==> src/rtl/multi_region_frame_crop_macros.svh <==
// Assertion helpers for the frame crop block.
`ifndef MULTI_REGION_FRAME_CROP_MACROS_SVH
`define MULTI_REGION_FRAME_CROP_MACROS_SVH

`ifndef NO_ASSERTIONS
`define MRFC_ASSERT_SAME(lbl, clk, rstn, ante, cons) \
    lbl: assert property (@(posedge clk) disable iff (!rstn) (ante) |-> (cons)) \
        else $error("assertion failed");
`define MRFC_ASSERT_NEXT(lbl, clk, rstn, ante, cons) \
    lbl: assert property (@(posedge clk) disable iff (!rstn) (ante) |=> (cons)) \
        else $error("assertion failed");
`else
`define MRFC_ASSERT_SAME(lbl, clk, rstn, ante, cons)
`define MRFC_ASSERT_NEXT(lbl, clk, rstn, ante, cons)
`endif

`endif

==> src/rtl/mrfc_pkg.sv <==
`default_nettype none
package mrfc_pkg;

    localparam int REGION_SLOTS    = 4;
    localparam int IDX_W           = $clog2(REGION_SLOTS);
    localparam int MAX_REGIONS_DEF = 4;
    localparam int MAX_DIM_DEF     = 4096;
    localparam int QUEUE_DEPTH     = 4;
    localparam int OFS_W           = 26;
    localparam int CMP_W           = 20;
    localparam int DIM_W           = 13;
    localparam int CFG_IDX_W       = 3;
    localparam int CFG_DATA_W      = 64;
    localparam int CNT_W           = 3;

    localparam logic [DIM_W-1:0] WIDTH_RST  = 13'd640;
    localparam logic [DIM_W-1:0] HEIGHT_RST = 13'd480;
    localparam logic [CNT_W-1:0] COUNT_RST  = 3'd1;

    typedef enum logic [2:0] {
        FMT_I420   = 3'd0,
        FMT_NV12   = 3'd1,
        FMT_NV21   = 3'd2,
        FMT_RGB555 = 3'd3,
        FMT_RGB565 = 3'd4,
        FMT_RGB24  = 3'd5,
        FMT_RGB32  = 3'd6
    } pix_fmt_t;

    typedef enum logic [CFG_IDX_W-1:0] {
        CFG_FRAME_WIDTH  = 3'd0,
        CFG_FRAME_HEIGHT = 3'd1,
        CFG_PIXEL_FORMAT = 3'd2,
        CFG_REGION_COUNT = 3'd3,
        CFG_RECT_ZERO    = 3'd4,
        CFG_RECT_ONE     = 3'd5,
        CFG_RECT_TWO     = 3'd6,
        CFG_RECT_THREE   = 3'd7
    } cfg_idx_t;

    typedef struct packed {
        logic [7:0]                         sample;
        logic [REGION_SLOTS-1:0]            hit_mask;
        logic [REGION_SLOTS-1:0][OFS_W-1:0] offsets;
    } entry_t;

    typedef struct packed {
        logic empty;
        logic full;
    } q_stat_t;

endpackage
`default_nettype wire

==> src/rtl/mrfc_front.sv <==
`default_nettype none
module mrfc_front #(
    parameter int MAX_REGIONS = mrfc_pkg::MAX_REGIONS_DEF,
    parameter int MAX_DIM     = mrfc_pkg::MAX_DIM_DEF
) (
    input  wire logic                              aclk,
    input  wire logic                              aresetn,
    input  wire logic                              cfg_wr_en,
    input  wire logic [mrfc_pkg::CFG_IDX_W-1:0]    cfg_index,
    input  wire logic [mrfc_pkg::CFG_DATA_W-1:0]   cfg_wr_data,
    input  wire logic                              s_valid,
    output logic                                   s_ready,
    input  wire logic [7:0]                        s_sample_byte,
    input  wire logic                              s_frame_start,
    input  wire mrfc_pkg::q_stat_t                 q_stat,
    output logic                                   push_valid,
    output mrfc_pkg::entry_t                       push_entry
);

    localparam int ROW_W = $clog2(MAX_DIM);
    localparam int COL_W = ROW_W + 2;
    localparam int CMP_W = mrfc_pkg::CMP_W;
    localparam int OFS_W = mrfc_pkg::OFS_W;
    localparam int SLOTS = mrfc_pkg::REGION_SLOTS;
    localparam int DIM_W = mrfc_pkg::DIM_W;
    localparam int CNT_W = mrfc_pkg::CNT_W;

    logic [DIM_W-1:0] frame_width_reg, frame_height_reg;
    logic [2:0]       pixel_format_reg;
    logic [CNT_W-1:0] region_count_reg;
    logic [63:0]      rect_reg [SLOTS];

    logic [1:0]       plane_reg, plane_next;
    logic [ROW_W-1:0] row_reg, row_next;
    logic [COL_W-1:0] col_reg, col_next;
    logic [OFS_W-1:0] offs_reg [SLOTS];
    logic [OFS_W-1:0] offs_next [SLOTS];
    logic [OFS_W-1:0] offs_cur [SLOTS];

    logic [1:0]       plane_cur;
    logic [ROW_W-1:0] row_cur;
    logic [COL_W-1:0] col_cur;

    logic [DIM_W-1:0] w_eff, h_eff, rows;
    logic [2:0]       fmt, bpp;
    logic             rgb, chroma, i420_chroma, in_plane, accept;
    logic [1:0]       nplanes, p_eff;
    logic [CMP_W-1:0] rowbytes, lrow;
    logic [CNT_W-1:0] n_eff;
    logic [MAX_REGIONS-1:0] hit;
    logic [SLOTS-1:0]       hit_full;

    function automatic logic [DIM_W-1:0] clamp_dim(input logic [DIM_W-1:0] v);
        logic [DIM_W-1:0] r;
        r = v;
        if (v < DIM_W'(2)) begin
            r = DIM_W'(2);
        end else if (32'(v) > MAX_DIM) begin
            r = DIM_W'(MAX_DIM);
        end
        return r;
    endfunction

    function automatic logic [CMP_W-1:0] scale_bpp(input logic [CMP_W-1:0] v,
                                                   input logic [2:0] b);
        logic [CMP_W-1:0] r;
        case (b)
            3'd3:    r = (v << 1) + v;
            3'd4:    r = v << 2;
            default: r = v << 1;
        endcase
        return r;
    endfunction

    always_ff @(posedge aclk) begin
        if (!aresetn) begin
            frame_width_reg  <= mrfc_pkg::WIDTH_RST;
            frame_height_reg <= mrfc_pkg::HEIGHT_RST;
            pixel_format_reg <= mrfc_pkg::FMT_I420;
            region_count_reg <= mrfc_pkg::COUNT_RST;
            for (int i = 0; i < SLOTS; i++) begin
                rect_reg[i] <= '0;
            end
        end else if (cfg_wr_en) begin
            case (cfg_index)
                mrfc_pkg::CFG_FRAME_WIDTH:  frame_width_reg  <= cfg_wr_data[DIM_W-1:0];
                mrfc_pkg::CFG_FRAME_HEIGHT: frame_height_reg <= cfg_wr_data[DIM_W-1:0];
                mrfc_pkg::CFG_PIXEL_FORMAT: pixel_format_reg <= cfg_wr_data[2:0];
                mrfc_pkg::CFG_REGION_COUNT: region_count_reg <= cfg_wr_data[CNT_W-1:0];
                mrfc_pkg::CFG_RECT_ZERO:    rect_reg[0] <= cfg_wr_data;
                mrfc_pkg::CFG_RECT_ONE:     rect_reg[1] <= cfg_wr_data;
                mrfc_pkg::CFG_RECT_TWO:     rect_reg[2] <= cfg_wr_data;
                mrfc_pkg::CFG_RECT_THREE:   rect_reg[3] <= cfg_wr_data;
                default: ;
            endcase
        end
    end

    assign accept  = s_valid && s_ready;
    assign s_ready = !q_stat.full;

    // frame start clears position and offsets ahead of this beat
    always_comb begin
        plane_cur = s_frame_start ? 2'd0 : plane_reg;
        row_cur   = s_frame_start ? '0 : row_reg;
        col_cur   = s_frame_start ? '0 : col_reg;
        for (int i = 0; i < SLOTS; i++) begin
            offs_cur[i] = s_frame_start ? '0 : offs_reg[i];
        end
    end

    always_comb begin
        w_eff = clamp_dim(frame_width_reg);
        h_eff = clamp_dim(frame_height_reg);
        fmt   = (pixel_format_reg > mrfc_pkg::FMT_RGB32) ? mrfc_pkg::FMT_I420
                                                         : pixel_format_reg;
        rgb   = fmt >= mrfc_pkg::FMT_RGB555;
        if (rgb) begin
            nplanes = 2'd1;
        end else if (fmt == mrfc_pkg::FMT_I420) begin
            nplanes = 2'd3;
        end else begin
            nplanes = 2'd2;
        end
        p_eff  = (plane_cur < nplanes) ? plane_cur : nplanes - 2'd1;
        chroma = !rgb && (p_eff != 2'd0);
        i420_chroma = chroma && (fmt == mrfc_pkg::FMT_I420);
        case (fmt)
            mrfc_pkg::FMT_RGB24: bpp = 3'd3;
            mrfc_pkg::FMT_RGB32: bpp = 3'd4;
            default:             bpp = 3'd2;
        endcase
        if (rgb) begin
            rowbytes = scale_bpp(CMP_W'(w_eff), bpp);
            rows     = h_eff;
        end else if (!chroma) begin
            rowbytes = CMP_W'(w_eff);
            rows     = h_eff;
        end else begin
            rowbytes = i420_chroma ? CMP_W'(w_eff >> 1) : CMP_W'(w_eff);
            rows     = h_eff >> 1;
        end
        in_plane = (CMP_W'(row_cur) < CMP_W'(rows)) && (CMP_W'(col_cur) < rowbytes);
        lrow     = chroma ? (CMP_W'(row_cur) << 1) : CMP_W'(row_cur);
        n_eff    = (32'(region_count_reg) > MAX_REGIONS) ? CNT_W'(MAX_REGIONS)
                                                         : region_count_reg;
    end

    for (genvar j = 0; j < MAX_REGIONS; j++) begin : g_region
        logic [15:0] x0, y0, x1, y1, tly, bry, tlx_raw, brx_raw, brx;
        logic [16:0] tlx;
        logic [CMP_W-1:0] lo, hi;

        always_comb begin
            x0 = rect_reg[j][15:0];
            y0 = rect_reg[j][31:16];
            x1 = rect_reg[j][47:32];
            y1 = rect_reg[j][63:48];
            tlx_raw = (x0 <= x1) ? x0 : x1;
            brx_raw = (x0 <= x1) ? x1 : x0;
            tly     = (y0 <= y1) ? y0 : y1;
            bry     = (y0 <= y1) ? y1 : y0;
            // round left edge up and right edge down to even
            tlx = {1'b0, tlx_raw} + {16'd0, tlx_raw[0]};
            brx = {brx_raw[15:1], 1'b0};
            if (rgb) begin
                lo = scale_bpp(CMP_W'(tlx), bpp);
                hi = scale_bpp(CMP_W'(brx), bpp);
            end else if (i420_chroma) begin
                lo = CMP_W'(tlx >> 1);
                hi = CMP_W'(brx >> 1);
            end else begin
                lo = CMP_W'(tlx);
                hi = CMP_W'(brx);
            end
        end

        assign hit[j] = (CNT_W'(j) < n_eff) && in_plane
                        && (lrow >= CMP_W'(tly)) && (lrow < CMP_W'(bry))
                        && (CMP_W'(col_cur) >= lo) && (CMP_W'(col_cur) < hi);
    end

    assign hit_full = SLOTS'(hit);

    always_comb begin
        plane_next = plane_reg;
        row_next   = row_reg;
        col_next   = col_reg;
        for (int i = 0; i < SLOTS; i++) begin
            offs_next[i] = offs_reg[i];
        end
        if (accept) begin
            plane_next = plane_cur;
            row_next   = row_cur;
            for (int i = 0; i < SLOTS; i++) begin
                offs_next[i] = offs_cur[i] + OFS_W'(hit_full[i]);
            end
            if (CMP_W'(col_cur) + CMP_W'(1) >= rowbytes) begin
                col_next = '0;
                if (CMP_W'(row_cur) + CMP_W'(1) >= CMP_W'(rows)) begin
                    row_next = '0;
                    if ({1'b0, plane_cur} + 3'd1 >= {1'b0, nplanes}) begin
                        // end of frame: back to the start
                        plane_next = 2'd0;
                        for (int i = 0; i < SLOTS; i++) begin
                            offs_next[i] = '0;
                        end
                    end else begin
                        plane_next = plane_cur + 2'd1;
                    end
                end else begin
                    row_next = row_cur + ROW_W'(1);
                end
            end else begin
                col_next = col_cur + COL_W'(1);
            end
        end
    end

    always_ff @(posedge aclk) begin
        if (!aresetn) begin
            plane_reg <= 2'd0;
            row_reg   <= '0;
            col_reg   <= '0;
            for (int i = 0; i < SLOTS; i++) begin
                offs_reg[i] <= '0;
            end
        end else begin
            plane_reg <= plane_next;
            row_reg   <= row_next;
            col_reg   <= col_next;
            for (int i = 0; i < SLOTS; i++) begin
                offs_reg[i] <= offs_next[i];
            end
        end
    end

    // drop beats that no region covers
    always_comb begin
        push_valid          = accept && (|hit);
        push_entry.sample   = s_sample_byte;
        push_entry.hit_mask = hit_full;
        for (int i = 0; i < SLOTS; i++) begin
            push_entry.offsets[i] = offs_cur[i];
        end
    end

endmodule
`default_nettype wire

==> src/rtl/mrfc_queue.sv <==
`default_nettype none
module mrfc_queue #(
    parameter int DEPTH = mrfc_pkg::QUEUE_DEPTH
) (
    input  wire logic        aclk,
    input  wire logic        aresetn,
    input  wire logic        push_valid,
    input  wire mrfc_pkg::entry_t push_entry,
    input  wire logic        pop,
    output mrfc_pkg::entry_t pop_entry,
    output mrfc_pkg::q_stat_t q_stat
);

    localparam int PTR_W = (DEPTH > 1) ? $clog2(DEPTH) : 1;
    localparam int CNT_W = $clog2(DEPTH + 1);

    mrfc_pkg::entry_t slot_reg [DEPTH];
    logic [PTR_W-1:0] wr_ptr_reg, rd_ptr_reg;
    logic [CNT_W-1:0] count_reg;
    logic             do_push, do_pop;

    assign q_stat.empty = (count_reg == '0);
    assign q_stat.full  = (count_reg == CNT_W'(DEPTH));
    assign do_push      = push_valid && !q_stat.full;
    assign do_pop       = pop && !q_stat.empty;
    assign pop_entry    = slot_reg[rd_ptr_reg];

    always_ff @(posedge aclk) begin
        if (do_push) begin
            slot_reg[wr_ptr_reg] <= push_entry;
        end
    end

    always_ff @(posedge aclk) begin
        if (!aresetn) begin
            wr_ptr_reg <= '0;
            rd_ptr_reg <= '0;
            count_reg  <= '0;
        end else begin
            if (do_push) begin
                wr_ptr_reg <= (wr_ptr_reg == PTR_W'(DEPTH - 1)) ? '0 : wr_ptr_reg + PTR_W'(1);
            end
            if (do_pop) begin
                rd_ptr_reg <= (rd_ptr_reg == PTR_W'(DEPTH - 1)) ? '0 : rd_ptr_reg + PTR_W'(1);
            end
            if (do_push && !do_pop) begin
                count_reg <= count_reg + CNT_W'(1);
            end else if (do_pop && !do_push) begin
                count_reg <= count_reg - CNT_W'(1);
            end
        end
    end

endmodule
`default_nettype wire

==> src/rtl/mrfc_back.sv <==
`default_nettype none
module mrfc_back (
    input  wire logic                          aclk,
    input  wire logic                          aresetn,
    input  wire mrfc_pkg::q_stat_t             q_stat,
    input  wire mrfc_pkg::entry_t              q_entry,
    output logic                               q_pop,
    output logic                               m_valid,
    input  wire logic                          m_ready,
    output logic [mrfc_pkg::IDX_W-1:0]         m_region_index,
    output logic [7:0]                         m_out_byte,
    output logic [mrfc_pkg::OFS_W-1:0]         m_out_offset,
    output logic                               m_last_of_run
);

    localparam int SLOTS = mrfc_pkg::REGION_SLOTS;
    localparam int IDX_W = mrfc_pkg::IDX_W;

    mrfc_pkg::entry_t work_reg, work_next;
    logic             work_valid_reg, work_valid_next;
    logic [IDX_W-1:0] idx;
    logic [SLOTS-1:0] mask_rest;
    logic             beat, load;

    // lowest pending region goes first
    always_comb begin
        idx = '0;
        for (int i = SLOTS - 1; i >= 0; i--) begin
            if (work_reg.hit_mask[i]) begin
                idx = IDX_W'(i);
            end
        end
        mask_rest = work_reg.hit_mask & (work_reg.hit_mask - SLOTS'(1));
    end

    assign m_valid        = work_valid_reg;
    assign m_region_index = idx;
    assign m_out_byte     = work_reg.sample;
    assign m_out_offset   = work_reg.offsets[idx];
    assign m_last_of_run  = (mask_rest == '0);

    assign beat  = m_valid && m_ready;
    assign load  = !work_valid_reg || (beat && m_last_of_run);
    assign q_pop = load && !q_stat.empty;

    always_comb begin
        work_valid_next = load ? !q_stat.empty : work_valid_reg;
        work_next       = work_reg;
        if (q_pop) begin
            work_next = q_entry;
        end else if (beat) begin
            work_next.hit_mask = mask_rest;
        end
    end

    always_ff @(posedge aclk) begin
        work_reg <= work_next;
    end

    always_ff @(posedge aclk) begin
        if (!aresetn) begin
            work_valid_reg <= 1'b0;
        end else begin
            work_valid_reg <= work_valid_next;
        end
    end

endmodule
`default_nettype wire

==> src/rtl/multi_region_frame_crop.sv <==
// Accepts one source byte per cycle while the queue is not full; results go via the queue.
// A byte covered by k regions produces k beats on the result port, one beat per region.
// A four-entry queue between classifier and emitter absorbs overlaps; input stalls when full.
// Bytes covered by no region produce no beat; they stall only while the queue is full.
// Reset (aresetn, synchronous, active low) restores register defaults, position and offsets.
`default_nettype none
`include "multi_region_frame_crop_macros.svh"
module multi_region_frame_crop #(
    parameter int MAX_REGIONS = mrfc_pkg::MAX_REGIONS_DEF,
    parameter int MAX_DIM     = mrfc_pkg::MAX_DIM_DEF
) (
    input  wire logic                            aclk,
    input  wire logic                            aresetn,
    input  wire logic                            cfg_wr_en,
    input  wire logic [mrfc_pkg::CFG_IDX_W-1:0]  cfg_index,
    input  wire logic [mrfc_pkg::CFG_DATA_W-1:0] cfg_wr_data,
    input  wire logic                            s_valid,
    output logic                                 s_ready,
    input  wire logic [7:0]                      s_sample_byte,
    input  wire logic                            s_frame_start,
    output logic                                 m_valid,
    input  wire logic                            m_ready,
    output logic [mrfc_pkg::IDX_W-1:0]           m_region_index,
    output logic [7:0]                           m_out_byte,
    output logic [mrfc_pkg::OFS_W-1:0]           m_out_offset,
    output logic                                 m_last_of_run
);

    mrfc_pkg::q_stat_t q_stat;
    mrfc_pkg::entry_t  push_entry, pop_entry;
    logic              push_valid, q_pop;

    mrfc_front #(
        .MAX_REGIONS (MAX_REGIONS),
        .MAX_DIM     (MAX_DIM)
    ) u_front (
        .aclk          (aclk),
        .aresetn       (aresetn),
        .cfg_wr_en     (cfg_wr_en),
        .cfg_index     (cfg_index),
        .cfg_wr_data   (cfg_wr_data),
        .s_valid       (s_valid),
        .s_ready       (s_ready),
        .s_sample_byte (s_sample_byte),
        .s_frame_start (s_frame_start),
        .q_stat        (q_stat),
        .push_valid    (push_valid),
        .push_entry    (push_entry)
    );

    mrfc_queue #(
        .DEPTH (mrfc_pkg::QUEUE_DEPTH)
    ) u_queue (
        .aclk       (aclk),
        .aresetn    (aresetn),
        .push_valid (push_valid),
        .push_entry (push_entry),
        .pop        (q_pop),
        .pop_entry  (pop_entry),
        .q_stat     (q_stat)
    );

    mrfc_back u_back (
        .aclk           (aclk),
        .aresetn        (aresetn),
        .q_stat         (q_stat),
        .q_entry        (pop_entry),
        .q_pop          (q_pop),
        .m_valid        (m_valid),
        .m_ready        (m_ready),
        .m_region_index (m_region_index),
        .m_out_byte     (m_out_byte),
        .m_out_offset   (m_out_offset),
        .m_last_of_run  (m_last_of_run)
    );

    // results of one byte come in ascending region order
    `MRFC_ASSERT_NEXT(a_region_order, aclk, aresetn, m_valid && m_ready && !m_last_of_run, m_valid && (m_region_index > $past(m_region_index)))
    `MRFC_ASSERT_NEXT(a_same_byte, aclk, aresetn, m_valid && m_ready && !m_last_of_run, $stable(m_out_byte))
    // a full queue implies the emitter is busy
    `MRFC_ASSERT_SAME(a_full_busy, aclk, aresetn, q_stat.full, m_valid)

endmodule
`default_nettype wire

==> config.mk <==
export PLATFORM = sky130hd
export DESIGN_NAME = multi_region_frame_crop
export DESIGN_NICKNAME = d
export VERILOG_FILES = /design/src/rtl/mrfc_pkg.sv /design/src/rtl/mrfc_front.sv /design/src/rtl/mrfc_queue.sv /design/src/rtl/mrfc_back.sv /design/src/rtl/multi_region_frame_crop.sv
export VERILOG_INCLUDE_DIRS = /design/src /design/src/rtl
export SDC_FILE = /design/constraint.sdc
export NUM_CORES = 2
export LEC_CHECK = 0
export BUFFER_PORTS_ARGS = -buffer_cell sky130_fd_sc_hd__buf_4
export CORE_AREA = 10 10 416 418
export CTS_CLUSTER_DIAMETER = 120
export DETAILED_ROUTE_END_ITERATION = 16
export DIE_AREA = 0 0 426 428
export PLACE_DENSITY = 0.52
export REMOVE_ABC_BUFFERS = 1
export SLEW_MARGIN = 20
export SYNTH_ARGS = -nofsm -noshare
export SYNTH_HDL_FRONTEND = slang
export SYNTH_SLANG_ARGS = --single-unit
==> constraint.sdc <==
create_clock -name aclk -period 20.2 [get_ports aclk]
set_clock_uncertainty 0.1 [all_clocks]
set_input_delay 4.04 -clock aclk [delete_from_list [all_inputs] [get_ports aclk]]
set_output_delay 4.04 -clock aclk [all_outputs]
set_load 0.01 [all_outputs]
==> metrics <==
Slew Viols, Final 0; EDFF count, synth 836; CTS resizes 0; Max-slew headroom approximately 25%; critical path type primary input to register; worst hold path class register to register; max reg flops approximately 460; CP max FO just over 80; ys flop type edfxtp_1; hold_buf cts 0; crit-path most repeated cell o21ai_0; CTS buffer count about 110; FILL cells roughly 16000; Final Hold Vio Count 0; Ys Warns 0; hold_sp u_front.col_reg[12]; Crit Reg-Reg Startpoint u_front.rect_reg[2][15]; Setup TNS 0 ns; vias per cell 5.67; Placed Instances roughly 8300; Final nets slightly below 7000; mapped cell area between 60000 and 70000 sq um; full die area around 180000 sq um; post-synthesis sequential area ratio between 40% and 50%; PortBufs approximately 120; Root Buffer clkbuf_16; Max VDD drop 0.000109 V; Reg clk slew, reported paths 0.06 ns; largest net degree at the start of global routing ~120; fin crit period between 10 and 15 ns; synth unique cells around 100; Crit. End Element register; Core ar. approximately 160000 sq um; Pleak about 26 nW; count leader, synth edfxtp_1; Final setup viols 0; maxcap violations 0; Synth top area share 39.3%; post-synthesis cell count ~6200; residual DRC count 0; Finished Layout Cells 8535; Seq cells post-synth 1010; vias in the first global route approximately 47000; Worst Path Arrival 13.58 ns; status finished clean; DR vias slightly below 50000; H-tree depth 3; syn avg cell area roughly 10 sq um; Detailed Route Iter0 Violations 4301; worst skew pair latency between 0.7 and 0.8 ns; ys async rst share 0%; CP bufs+invs 2; Worst Setup SP s_frame_start; Cell Pwr Density a little under 80 nW/um^2; Max stage delay cell, worst path nor4_2; 1st-pass router iterations 6; initial antenna violation count 32; first-pass GRT wire length 295000 um; Die W 426 um; worst path required time 20.75 ns; Die Ht ~430 um; CTS max path bufs 3; Final Wtd Congestion approximately 0.9; # rows 149; worst-margin pin slew 1.13 ns; setup bufs post-CTS 0; CTS tree yes; FMAX 0.0767 GHz; Area growth syn-to-layout 11.2%; Total GRT Usage 20.7%; final period utilization approximately 65%; wire per inst roughly 23 um; grt total ovfl 0; final WL 194000 um; Crit path max-delay family simple AND/OR/NAND/NOR gates; share of layout cells above drive strength 1 a little under a tenth; top post-synthesis cells by area edfxtp_1 (39%), ha_1 (11%), dfxtp_1 (5.5%); post-synth top area cell edfxtp_1; clk sinks slightly above 1000; Synth top cells by count edfxtp_1 (836), nand2_1 (643), ha_1 (554); Final HPWL DP roughly 130000 um; I/O Pins between 100 and 150; Starting Density 38.8%; RSZ-0062 raised after global routing no; crit path launch type primary input; ANT nets after route 0; max incr delay on CP around 0.82 ns
-- area by class of cell --
| cell class | instances | area (sq um) | share of cell area, % |
|---|---|---|---|
| Tap cell | 2189 | 2740 | 3.86 |
| Antenna cell | 16 | 40.0 | 0.0564 |
| Multi-Input combinational cell | 4654 | 33300 | 46.9 |
| Sequential cell | 1010 | 28600 | 40.3 |
| Clock buffer | 142 | 2980 | 4.20 |
| Inverter | 259 | 975 | 1.37 |
| Timing Repair Buffer | 202 | 1530 | 2.16 |
| Clock inverter | 63 | 817 | 1.15 |
-- report_power, final --
group,switching (mW),total (mW),internal (mW)
sequential,0.0454,2.32,2.27
clock,0.889,2.13,1.24
combinational,0.690,1.13,0.443
-- placed cells by master, fill, tap and decap left out, drive strengths merged, types with 71 or more instances in the layout --
cell    count
nand3     149
edfxtp    836
and2      310
inv       264
a21o       97
a21oi     412
xnor2     128
nand4      93
nor2b     171
xor2       74
ha        554
and3       84
nand2     644
o21ai     435
buf       202
mux4      116
nor3       90
a211oi    100
dfxtp     174
nor2      409
clkbuf    142
a31oi      76
a221oi     71
mux2i     123
-- routing by layer --
metal / track usage, % / wire length, um / vias up
li1: - / - / 23200
met3: 2.81 / 10200 / 272
met2: 34.6 / 92100 / 1241
met4: 6.13 / 5830 / 6
met5: 0 / 45 / -
met1: 27.7 / 86100 / 23700
-- worst paths after layout --
check | end | slack [ns] | cells past startpoint
setup / recovery | u_front.offs_reg[0][77] | 7.17 | 34
hold / removal | u_front.col_reg[12] | 0.35 | 2
setup reg to reg | u_front.offs_reg[0][77] | 7.75 | 44
hold reg to reg | u_front.col_reg[12] | 0.35 | 2
-- metrics by stage --
step	setup WS, ns	total power [mW]	hold WS (ns)	instance area (sq um)	utilization [%]
after floorplan	0.699	3.18	0.327	62600	-
after global placement	6.69	3.47	0.336	67100	40.8
after detailed placement	6.58	3.48	0.345	67100	40.8
after CTS	7.40	5.63	0.351	70900	43.1
after global routing	6.48	5.86	0.384	71000	43.2
final	7.17	5.58	0.346	71000	43.2
-- worst min-delay path: cells and delay by family, from the launching register on --
family	cells	cell delay (ns)
AOI/OAI and AO/OA	1	0.05
DFF	1	0.30
and+or+nand+nor	1	0.05
-- cell families after synthesis --
group | Yosys count | share of synthesized area [%]
AO/OA/AOI/OAI | 1520 | 15.0
flip-flops | 1010 | 44.8
buffers and inverters | 564 | 3.42
XOR/XNOR | 202 | 2.78
AND/OR/NAND/NOR | 2113 | 16.4
multiplexers | 254 | 6.29
adder cells (fa/ha/maj) | 565 | 11.2
No activity file was read; power rests on OpenSTA's default activity.
